===== src/sv/nirs_pkg.sv =====
// ----------------------------------------------------------------------------
// nirs_pkg
// Shared types and constants of the NEC-style infrared frame segmenter.
// ----------------------------------------------------------------------------
package nirs_pkg;

  // output count fields are always this wide
  localparam int unsigned CntW = 10;
  localparam int unsigned CountBitsDef = 10;

  localparam int unsigned LeaderMarkRst  = 342;
  localparam int unsigned LeaderSpaceRst = 171;
  localparam int unsigned BitMarkRst     = 21;
  localparam int unsigned ZeroSpaceRst   = 21;
  localparam int unsigned OneSpaceRst    = 60;
  localparam logic [1:0]  StopCountRst   = 2'd2;

  typedef enum logic [2:0] {
    CFG_LEADER_MARK  = 3'd0,
    CFG_LEADER_SPACE = 3'd1,
    CFG_BIT_MARK     = 3'd2,
    CFG_ZERO_SPACE   = 3'd3,
    CFG_ONE_SPACE    = 3'd4,
    CFG_STOP_COUNT   = 3'd5
  } cfg_idx_e;

  typedef enum logic [1:0] {
    KIND_LEADER = 2'd0,
    KIND_ZERO   = 2'd1,
    KIND_ONE    = 2'd2,
    KIND_STOP   = 2'd3
  } seg_kind_e;

  // live register values, already narrowed to the output field width
  typedef struct packed {
    logic [CntW-1:0] leader_mark;
    logic [CntW-1:0] leader_space;
    logic [CntW-1:0] bit_mark;
    logic [CntW-1:0] zero_space;
    logic [CntW-1:0] one_space;
    logic [1:0]      stop_count;
  } cfg_t;

  // one classified byte handed from front to back
  typedef struct packed {
    logic        leader;
    logic        last;
    logic [15:0] word;
  } cmd_t;

  typedef struct packed {
    logic [CntW-1:0] mark;
    logic [CntW-1:0] space;
    seg_kind_e       kind;
    logic            end_of_run;
    logic            end_of_frame;
  } seg_t;

endpackage


===== src/sv/nec_ir_frame_segmenter.sv =====
// ----------------------------------------------------------------------------
// nec_ir_frame_segmenter
// Turns frame bytes into NEC-style mark/space pulse segments.
// ----------------------------------------------------------------------------
// Each byte pushed in yields 16 to 20 segments: a leader when no frame is
// open, sixteen data segments (the byte, then its complement, lsb first) and,
// after a byte flagged last, stop_count stop segments. The segment sequencer
// emits one segment per clock while the result queue has room; a two-deep
// command queue lets the next bytes be taken in while the current one is
// expanded, and a two-deep result queue absorbs stalls on pop. The user must
// write configuration only while the block is idle; the block itself does
// not enforce this.
module nec_ir_frame_segmenter #(
  parameter int unsigned COUNT_BITS = nirs_pkg::CountBitsDef
) (
  input  logic                      clk_i,
  input  logic                      rst_ni,
  input  logic                      cfg_we_i,
  input  logic [2:0]                cfg_idx_i,
  input  logic [COUNT_BITS-1:0]     cfg_wdata_i,
  input  logic                      push_i,
  output logic                      full_o,
  input  logic [7:0]                data_byte_i,
  input  logic                      last_byte_i,
  output logic                      empty_o,
  input  logic                      pop_i,
  output logic [nirs_pkg::CntW-1:0] mark_periods_o,
  output logic [nirs_pkg::CntW-1:0] space_periods_o,
  output logic [1:0]                segment_kind_o,
  output logic                      end_of_run_o,
  output logic                      end_of_frame_o
);

  nirs_pkg::cfg_t cfg;
  nirs_pkg::cmd_t cmd;
  logic           cmd_valid, cmd_take;

  nirs_cfg #(
    .COUNT_BITS(COUNT_BITS)
  ) u_cfg (
    .clk_i       (clk_i),
    .rst_ni      (rst_ni),
    .cfg_we_i    (cfg_we_i),
    .cfg_idx_i   (cfg_idx_i),
    .cfg_wdata_i (cfg_wdata_i),
    .cfg_o       (cfg)
  );

  nirs_front u_front (
    .clk_i       (clk_i),
    .rst_ni      (rst_ni),
    .push_i      (push_i),
    .full_o      (full_o),
    .data_byte_i (data_byte_i),
    .last_byte_i (last_byte_i),
    .cmd_valid_o (cmd_valid),
    .cmd_o       (cmd),
    .cmd_take_i  (cmd_take)
  );

  nirs_back u_back (
    .clk_i           (clk_i),
    .rst_ni          (rst_ni),
    .cfg_i           (cfg),
    .cmd_valid_i     (cmd_valid),
    .cmd_i           (cmd),
    .cmd_take_o      (cmd_take),
    .empty_o         (empty_o),
    .pop_i           (pop_i),
    .mark_periods_o  (mark_periods_o),
    .space_periods_o (space_periods_o),
    .segment_kind_o  (segment_kind_o),
    .end_of_run_o    (end_of_run_o),
    .end_of_frame_o  (end_of_frame_o)
  );

endmodule


===== src/sv/nirs_cfg.sv =====
// ----------------------------------------------------------------------------
// nirs_cfg
// Configuration register file: timing counts and stop segment count.
// ----------------------------------------------------------------------------
module nirs_cfg #(
  parameter int unsigned COUNT_BITS = nirs_pkg::CountBitsDef
) (
  input  logic                  clk_i,
  input  logic                  rst_ni,
  input  logic                  cfg_we_i,
  input  logic [2:0]            cfg_idx_i,
  input  logic [COUNT_BITS-1:0] cfg_wdata_i,
  output nirs_pkg::cfg_t        cfg_o
);

  localparam int unsigned CW = nirs_pkg::CntW;

  logic [COUNT_BITS-1:0] leader_mark_q, leader_space_q, bit_mark_q;
  logic [COUNT_BITS-1:0] zero_space_q, one_space_q;
  logic [1:0]            stop_count_q;

  function automatic logic [CW-1:0] narrow(input logic [COUNT_BITS-1:0] v);
    logic [COUNT_BITS+CW-1:0] w;
    w = {{CW{1'b0}}, v};
    return w[CW-1:0];
  endfunction

  always_ff @(posedge clk_i or negedge rst_ni) begin
    if (!rst_ni) begin
      leader_mark_q  <= COUNT_BITS'(nirs_pkg::LeaderMarkRst);
      leader_space_q <= COUNT_BITS'(nirs_pkg::LeaderSpaceRst);
      bit_mark_q     <= COUNT_BITS'(nirs_pkg::BitMarkRst);
      zero_space_q   <= COUNT_BITS'(nirs_pkg::ZeroSpaceRst);
      one_space_q    <= COUNT_BITS'(nirs_pkg::OneSpaceRst);
      stop_count_q   <= nirs_pkg::StopCountRst;
    end else if (cfg_we_i) begin
      unique case (cfg_idx_i)
        nirs_pkg::CFG_LEADER_MARK:  leader_mark_q  <= cfg_wdata_i;
        nirs_pkg::CFG_LEADER_SPACE: leader_space_q <= cfg_wdata_i;
        nirs_pkg::CFG_BIT_MARK:     bit_mark_q     <= cfg_wdata_i;
        nirs_pkg::CFG_ZERO_SPACE:   zero_space_q   <= cfg_wdata_i;
        nirs_pkg::CFG_ONE_SPACE:    one_space_q    <= cfg_wdata_i;
        nirs_pkg::CFG_STOP_COUNT:   stop_count_q   <= cfg_wdata_i[1:0];
        default: ; // unmapped index, ignored
      endcase
    end
  end

  assign cfg_o.leader_mark  = narrow(leader_mark_q);
  assign cfg_o.leader_space = narrow(leader_space_q);
  assign cfg_o.bit_mark     = narrow(bit_mark_q);
  assign cfg_o.zero_space   = narrow(zero_space_q);
  assign cfg_o.one_space    = narrow(one_space_q);
  assign cfg_o.stop_count   = stop_count_q;

endmodule


===== src/sv/nirs_front.sv =====
// ----------------------------------------------------------------------------
// nirs_front
// Accepts bytes, decides whether a leader is due and queues the commands.
// ----------------------------------------------------------------------------
module nirs_front (
  input  logic           clk_i,
  input  logic           rst_ni,
  input  logic           push_i,
  output logic           full_o,
  input  logic [7:0]     data_byte_i,
  input  logic           last_byte_i,
  output logic           cmd_valid_o,
  output nirs_pkg::cmd_t cmd_o,
  input  logic           cmd_take_i
);

  logic           in_frame_q;
  nirs_pkg::cmd_t mem_q [2];
  logic           wr_ptr_q, rd_ptr_q;
  logic [1:0]     cnt_q;
  logic           accept, take;
  nirs_pkg::cmd_t new_cmd;

  assign full_o      = (cnt_q == 2'd2);
  assign accept      = push_i && !full_o;
  assign cmd_valid_o = (cnt_q != 2'd0);
  assign take        = cmd_take_i && cmd_valid_o;
  assign cmd_o       = mem_q[rd_ptr_q];

  always_comb begin
    new_cmd.leader = !in_frame_q;
    new_cmd.last   = last_byte_i;
    // byte then its complement, both sent lsb first
    new_cmd.word   = {~data_byte_i, data_byte_i};
  end

  always_ff @(posedge clk_i or negedge rst_ni) begin
    if (!rst_ni) begin
      in_frame_q <= 1'b0;
      wr_ptr_q   <= 1'b0;
      rd_ptr_q   <= 1'b0;
      cnt_q      <= 2'd0;
    end else begin
      if (accept) begin
        in_frame_q <= !last_byte_i;
        wr_ptr_q   <= !wr_ptr_q;
      end
      if (take) begin
        rd_ptr_q <= !rd_ptr_q;
      end
      cnt_q <= cnt_q + 2'(accept) - 2'(take);
    end
  end

  always_ff @(posedge clk_i) begin
    if (accept) begin
      mem_q[wr_ptr_q] <= new_cmd;
    end
  end

endmodule


===== src/sv/nirs_back.sv =====
// ----------------------------------------------------------------------------
// nirs_back
// Segment sequencer: expands one command into leader, data and stop segments,
// one a cycle while the result queue has room, into a two-entry result queue.
// ----------------------------------------------------------------------------
module nirs_back (
  input  logic                          clk_i,
  input  logic                          rst_ni,
  input  nirs_pkg::cfg_t                cfg_i,
  input  logic                          cmd_valid_i,
  input  nirs_pkg::cmd_t                cmd_i,
  output logic                          cmd_take_o,
  output logic                          empty_o,
  input  logic                          pop_i,
  output logic [nirs_pkg::CntW-1:0]     mark_periods_o,
  output logic [nirs_pkg::CntW-1:0]     space_periods_o,
  output logic [1:0]                    segment_kind_o,
  output logic                          end_of_run_o,
  output logic                          end_of_frame_o
);

  typedef enum logic [3:0] {
    PH_IDLE   = 4'b0001,
    PH_LEADER = 4'b0010,
    PH_DATA   = 4'b0100,
    PH_STOP   = 4'b1000
  } phase_e;

  phase_e         phase_q, phase_d;
  logic [3:0]     bit_idx_q, bit_idx_d;
  logic [1:0]     stop_left_q, stop_left_d;
  logic [15:0]    word_q;
  logic           last_q;

  nirs_pkg::seg_t seg;
  nirs_pkg::seg_t oq_q [2];
  logic           owr_q, ord_q;
  logic [1:0]     ocnt_q;
  logic           pop_ok, room, emit, last_bit, stops_due;

  assign last_bit  = (bit_idx_q == 4'd15);
  assign stops_due = last_q && (cfg_i.stop_count != 2'd0);

  always_comb begin
    seg.mark         = '0;
    seg.space        = '0;
    seg.kind         = nirs_pkg::KIND_LEADER;
    seg.end_of_run   = 1'b0;
    seg.end_of_frame = 1'b0;
    unique case (phase_q)
      PH_LEADER: begin
        seg.mark  = cfg_i.leader_mark;
        seg.space = cfg_i.leader_space;
      end
      PH_DATA: begin
        seg.mark = cfg_i.bit_mark;
        if (word_q[bit_idx_q]) begin
          seg.space = cfg_i.one_space;
          seg.kind  = nirs_pkg::KIND_ONE;
        end else begin
          seg.space = cfg_i.zero_space;
          seg.kind  = nirs_pkg::KIND_ZERO;
        end
        seg.end_of_run   = last_bit && !stops_due;
        seg.end_of_frame = last_bit && last_q && !stops_due;
      end
      PH_STOP: begin
        seg.mark         = cfg_i.bit_mark;
        seg.space        = cfg_i.zero_space;
        seg.kind         = nirs_pkg::KIND_STOP;
        seg.end_of_run   = (stop_left_q == 2'd0);
        seg.end_of_frame = (stop_left_q == 2'd0);
      end
      default: ;
    endcase
  end

  assign pop_ok = pop_i && !empty_o;
  assign room   = (ocnt_q != 2'd2) || pop_ok;
  assign emit   = (phase_q != PH_IDLE) && room;
  // next command loads in the cycle the current one emits its final segment
  assign cmd_take_o = cmd_valid_i && ((phase_q == PH_IDLE) || (emit && seg.end_of_run));

  always_comb begin
    phase_d     = phase_q;
    bit_idx_d   = bit_idx_q;
    stop_left_d = stop_left_q;
    if (emit) begin
      unique case (phase_q)
        PH_LEADER: begin
          phase_d   = PH_DATA;
          bit_idx_d = 4'd0;
        end
        PH_DATA: begin
          if (!last_bit) begin
            bit_idx_d = bit_idx_q + 4'd1;
          end else if (stops_due) begin
            phase_d     = PH_STOP;
            stop_left_d = cfg_i.stop_count - 2'd1;
          end else begin
            phase_d = PH_IDLE;
          end
        end
        PH_STOP: begin
          if (stop_left_q == 2'd0) begin
            phase_d = PH_IDLE;
          end else begin
            stop_left_d = stop_left_q - 2'd1;
          end
        end
        default: ;
      endcase
    end
    if (cmd_take_o) begin
      phase_d   = cmd_i.leader ? PH_LEADER : PH_DATA;
      bit_idx_d = 4'd0;
    end
  end

  always_ff @(posedge clk_i or negedge rst_ni) begin
    if (!rst_ni) begin
      phase_q     <= PH_IDLE;
      bit_idx_q   <= 4'd0;
      stop_left_q <= 2'd0;
      owr_q       <= 1'b0;
      ord_q       <= 1'b0;
      ocnt_q      <= 2'd0;
    end else begin
      phase_q     <= phase_d;
      bit_idx_q   <= bit_idx_d;
      stop_left_q <= stop_left_d;
      if (emit) begin
        owr_q <= !owr_q;
      end
      if (pop_ok) begin
        ord_q <= !ord_q;
      end
      ocnt_q <= ocnt_q + 2'(emit) - 2'(pop_ok);
    end
  end

  always_ff @(posedge clk_i) begin
    if (cmd_take_o) begin
      word_q <= cmd_i.word;
      last_q <= cmd_i.last;
    end
    if (emit) begin
      oq_q[owr_q] <= seg;
    end
  end

  assign empty_o         = (ocnt_q == 2'd0);
  assign mark_periods_o  = oq_q[ord_q].mark;
  assign space_periods_o = oq_q[ord_q].space;
  assign segment_kind_o  = oq_q[ord_q].kind;
  assign end_of_run_o    = oq_q[ord_q].end_of_run;
  assign end_of_frame_o  = oq_q[ord_q].end_of_frame;

endmodule


===== config.mk =====
export PLATFORM = sky130hd
export DESIGN_NAME = nec_ir_frame_segmenter
export DESIGN_NICKNAME = d
export VERILOG_FILES = /design/src/sv/nirs_pkg.sv /design/src/sv/nec_ir_frame_segmenter.sv /design/src/sv/nirs_cfg.sv /design/src/sv/nirs_front.sv /design/src/sv/nirs_back.sv
export SDC_FILE = /design/constraint.sdc
export NUM_CORES = 1
export LEC_CHECK = 0
export BUFFER_PORTS_ARGS = -buffer_cell sky130_fd_sc_hd__buf_2
export CAP_MARGIN = 20
export CORE_MARGIN = 3
export CORE_UTILIZATION = 64
export DETAILED_ROUTE_END_ITERATION = 6
export PLACE_DENSITY = 0.93
export SLEW_MARGIN = 10
export SYNTH_ARGS = -nofsm -noshare
export SYNTH_HDL_FRONTEND = slang
export SYNTH_SLANG_ARGS = --single-unit

===== constraint.sdc =====
create_clock -name clk_i -period 5.3 [get_ports clk_i]
set_clock_uncertainty 0.1 [all_clocks]
set_input_delay 1.06 -clock clk_i [delete_from_list [all_inputs] [get_ports clk_i]]
set_output_delay 1.06 -clock clk_i [all_outputs]
set_load 0.01 [all_outputs]

### Yosys cells after proc, flatten, opt, wreduce, memory -nomap -nowiden

Memory sizes are Yosys's and may differ from the RTL's.
Index checks and enable logic that the tools add are counted.

* reduce and logical (&&, ||, !) cells: 39
* $mul: 0
* order comparisons: 1
* bitwise operators: 1
* multiplexer cells: 24
* shifts and indexed selects: 0
* $add $sub $neg: 7
* eq/ne operators: 19
* divide/modulo/power cells: 0

Operators with widths (number)
* case mux 20 bit (3 select lines): 1
* two-way mux 4 bit: 8
* case mux 4 bit (2 select lines): 2
* two-way mux 12 bit: 1
* case mux 4 bit (3 select lines): 1
* AND reduction 2 bit: 6
* logical AND 1 bit: 10
* logical NOT 1 bit: 9
* == test 4 bit, second input constant: 2
* inverter 8 bit: 1
* nonzero test 2 bit: 4
* == test 3 x 2 -> 1 bit, second input constant: 2
* == test 3 bit, second input constant: 2
* two-way mux 2 bit: 3
* inequality test 3 x 2 -> 1 bit, second input constant: 2
* less-than comparator 4 x 5 -> 1 bit, second input constant: 1
* two-way mux 1 bit: 5
* AND reduction 5 bit: 1
* adder 2 x 1 -> 2 bit: 2
* adder 4 x 1 -> 4 bit, second input constant: 1
* binary-select mux 1 bit (select 4 bit): 1
* == test 4 x 1 -> 1 bit, second input constant: 1
* == test 4 x 2 -> 1 bit, second input constant: 1
* == test 4 x 3 -> 1 bit, second input constant: 1
* 17 further kinds: 23

* bits in writable memories: 84
* bits of input ports: 27
* bits in registers: 88
* latch bits: 0
* output and inout bits: 26
* bits in read-only memories: 0
* memories: 2

Memories
* u_back.oq_q: depth 2, width 24, read ports 1, clocked after Yosys merged registers in 0, write ports 1, line nirs_back.sv:36 `nirs_pkg::seg_t oq_q [2];`
* u_front.mem_q: depth 2, width 18, read ports 1, clocked after Yosys merged registers in 0, write ports 1, line nirs_front.sv:18 `nirs_pkg::cmd_t mem_q [2];`

### Logic depth before layout (Yosys ltp)

* word-level depth: 10
* gate-level depth with buffers: 11

### By module

A second synthesis with hierarchy kept.

* cell total of the unflattened synthesis: 452
* area total of the unflattened synthesis: 7282.0 µm²

By module, submodules not included
* nirs_back: area an instance 3628.5 µm², cells an instance 251, sequential area each 2303.5 µm², instances 1
* nirs_cfg: area an instance 2015.7 µm², cells an instance 115, sequential area each 1327.5 µm², instances 1
* nirs_front: area an instance 1637.8 µm², cells an instance 86, sequential area each 1206.2 µm², instances 1

### Least setup slack after synthesis

OpenSTA, ideal clock, no wires.

* path kind: input to register
* from: input port pop_i
* to: memory u_back.oq_q[0][0] in the netlist's numbering, enable pin
* library setup time: 0.435 ns
* arrival: 2.803 ns
* cell stages on the path: 2
* data required time: 4.765 ns
* buffers on the path: 0
* slack: 1.962 ns
* cells stage by stage: nor3b_1 nor3_1

* cells in the longest elaborated chain, start to end: 5

Ends and longest elaborated chain
* from (decl): line nec_ir_frame_segmenter.sv:26 `input logic pop_i,`
* logical AND 1 bit: line nirs_back.sv:78 `assign pop_ok = pop_i && !empty_o;`
* logical OR 1 bit: line nirs_back.sv:79 `assign room = (ocnt_q != 2'd2) || pop_ok;`
* logical AND 1 bit: line nirs_back.sv:80 `assign emit = (phase_q != PH_IDLE) && room;`
* two-way mux 1 bit: line nirs_back.sv:147 `if (emit) begin`
* two-way mux 1 bit (not written as such): line nirs_back.sv:148 `oq_q[owr_q] <= seg;`
* to (decl): line nirs_back.sv:36

Every way passes these cells.

### Final worst setup path

* from: register u_back.ord_q
* to: output port space_periods_o[6] in the netlist's numbering

* cells in the longest elaborated chain, start to end: 1

Ends and longest elaborated chain
* from (decl): line nirs_back.sv:37 `logic owr_q, ord_q;`
* from (signal assigned): line nirs_back.sv:136 `ord_q <= !ord_q;`
* memory (2 x 24 bit)
* to (decl): line nec_ir_frame_segmenter.sv:28 `output logic [nirs_pkg::CntW-1:0] space_periods_o,`

Every way passes these cells.

==> out/summary.txt <==
===========================================================================
Slew Limit Headroom ..........................................        29.6%
Number of buffers created by CTS .............................           17
Setup CP Type ................................................   reg -> out
Synth-to-layout area growth ..................................        14.7%
Dominant synthesized flop cell ...............................     edfxtp_1
Synth top cells by count ..................................... edfxtp_1 (101), mux2_2 (97), dfrtp_1 (49)
Number of vias in the routed layout ..........................         3951
Hold violation count in the final report .....................            0
Count of flip-flops with a built-in enable after synthesis ...          101
Actual transition at the worst max-transition pin ............      1050 ps
Data required time at the worst endpoint .....................      4140 ps
Placement Rows ...............................................           37
Power per cell area ..........................................  491 nW/um^2
Net count of the mapped netlist ..............................          464
Width of the die .............................................       111 um
Clock sink total .............................................          172
Number of cells on the worst reg-to-reg path .................            9
Leading cell type by number of instances after synthesis .....     edfxtp_1
Count of final setup violators ...............................            0
Resize count post-CTS ........................................            0
Leakage Power ................................................      3.17 nW
Category of the worst setup path capture point ...............  output port
Worst-path clk slew ..........................................        80 ps
Number of buffers between clock root and the deepest sink ....            2
Filler Cells Inserted ........................................          580
Insertion delay to the later sink of the worst-skew pair .....       520 ps
Maximum number of pins on one net before global-route repair .           40
Placeable Area ...............................................   10500 um^2
H-tree lvl count .............................................            4
Min Tclk post-route ..........................................      3290 ps
Layout cell share with drive strength beyond 1 ...............        43.5%
Worst hold-check path type ...................................   reg -> reg
Height of the die ............................................       111 um
Status ....................................................... finished, final reports clean
Setup WS post-layout .........................................      2010 ps
Final period util ............................................        62.0%
Crit start category ..........................................     register
Sum of routed wire length over all layers ....................      13.4 mm
Unrepaired setup endpoints after global routing ..............           no
Root buffer cell .............................................     clkbuf_8
Highest ir drop seen on vdd ..................................     0.285 mV
Global-route wire length before repair .......................      21.7 mm
Number of setup buffers added after CTS ......................            0
Total Routing Usage GR .......................................        22.8%
TritonCTS clock tree .........................................         done
Cell area after synthesis ....................................    7040 um^2
Router iterations before antenna repair ......................            5
Most area-consuming cells after synthesis .................... edfxtp_1 (43%), dfrtp_1 (17%), mux2_2 (16%)
Cell accounting for the most synthesized area ................     edfxtp_1
Post-synth top area share ....................................        43.1%
Setup total negative slack ...................................         0 ps
Initial standard-cell utilization of the core ................        67.0%
DRC violation count after routing ............................            0
Placer Congestion ............................................        0.811
Total of warnings raised by yosys ............................            0
Max-cap violations ...........................................            0
Netlist cell types ...........................................           48
Post-cts hold buffer count ...................................            0
Peak clock frequency supported by timing .....................      304 MHz
Number of global-route vias before repair ....................         4050
Async set-or-reset flop fraction in the synthesized netlist ..        41.3%
Synth Instances ..............................................          432
Final antenna-violating net count ............................            0
IO Port Bufs .................................................           52
GR Overflow Total ............................................            0
Final slew viol count ........................................            0
Ports placed on the boundary .................................           53
Maximum fanout count along the critical path .................           25
WL per Instance ..............................................      20.8 um
Average via count per standard cell ..........................         6.12
Post-placement worst setup slack .............................      2130 ps
Area of the multi-input gates ................................    2070 um^2
Storage element area .........................................    4840 um^2
Average cell area after synthesis ............................    16.3 um^2
Cell depth of the worst min-delay path .......................            1
Arrival time of data at the critical path endpoint ...........      2130 ps
Post-DP HPWL .................................................      8.48 mm
Die Footprint ................................................   12300 um^2
Number of synthesized register bits ..........................          172
Initial antenna violation count ..............................            2
Register area share after synthesis ..........................        68.7%
Initial drt markers ..........................................          284
Post-layout net count ........................................          527
===========================================================================
[sequential cells by signal, summed over array words and instances (netlist names), 2 cells and up]
| name | cells |
|---|---|
| u_cfg.leader_space_q | 10 |
| u_back.stop_left_q | 2 |
| u_back.phase_q | 4 |
| u_back.word_q | 16 |
| u_back.ocnt_q | 2 |
| u_front.mem_q | 36 |
| u_back.bit_idx_q | 4 |
| u_cfg.stop_count_q | 2 |
| u_cfg.zero_space_q | 10 |
| u_cfg.leader_mark_q | 10 |
| u_cfg.bit_mark_q | 10 |
| u_back.oq_q | 48 |
| u_cfg.one_space_q | 10 |
| u_front.cnt_q | 2 |
[worst paths after layout]
path	from	endpoint	slack, ps
setup / recovery	u_back.ord_q	space_periods_o[6]	2010
hold / removal	u_cfg.leader_space_q[9]	u_cfg.leader_space_q[9]	410
setup reg to reg	u_back.phase_q[3]	u_front.cnt_q[1]	2090
hold reg to reg	u_cfg.leader_space_q[9]	u_cfg.leader_space_q[9]	410
max in group asynchronous	rst_ni	u_cfg.leader_space_q[1]	3560
min in group asynchronous	rst_ni	u_cfg.leader_mark_q[5]	550
[critical path, cell delays in order (launching register included)]
cell and delay, ps:
dfrtp_1 1020, mux2_2 430, buf_2 140
[layer usage]
metal / share of wire (%) / GRT usage (%)
met1: 40 / 29.4
met3: 5.9 / 5.68
met5: 0 / 0
met4: 2.7 / 8.54
met2: 51 / 37.9
[stage by stage]
step / total power, mW / cell area, um^2 / instances / hold WS, ps / utilization (%)
floorplan: 2.47 / 7040 / 432 / 350 / -
global placement: 2.70 / 7460 / 611 / 364 / 71.0
detailed placement: 2.77 / 7460 / 611 / 391 / 71.0
CTS: 3.98 / 8050 / 643 / 408 / 76.6
global route: 4.14 / 8070 / 646 / 417 / 76.8
finish: 3.97 / 8070 / 646 / 410 / 76.8
[final cells by class]
class	count	share of cell area [%]
repair buffers	60	4.06
flip-flops and latches	172	59.9
well taps	136	2.11
diodes	2	0.0620
clock buffers	17	5.13
clock inverters	15	2.19
inverters	19	0.883
multi-input cells	225	25.7
[placed cells by master, fill, tap and decap left out, types with 9 or more instances in the layout]
cell type,Yosys,final
dfstp_2,22,22
dfrtp_1,49,49
buf_2,2,52
inv_1,19,19
a22o_1,11,11
nand2_1,9,9
mux2_2,97,97
edfxtp_1,101,101
a221o_1,10,10
and2_1,13,13
clkbuf_16,0,16
nor2_1,9,9
[power breakdown]
| group | switching [mW] | internal (mW) | total [mW] |
|---|---|---|---|
| Clock | 0.567 | 0.652 | 1.22 |
| Sequential | 0.169 | 1.84 | 2.01 |
| Combinational | 0.379 | 0.362 | 0.741 |
[logic make-up after synthesis]
logic type / Yosys count / share of synthesized area [%]
mux: 101 / 16.4
compound gates: 50 / 5.40
flops: 172 / 68.7
buf+inv: 35 / 2.01
simple gates: 60 / 5.31
fa+ha+maj: 5 / 0.889
xor+xnor: 9 / 1.23
Power figures use the tool's default switching activity.
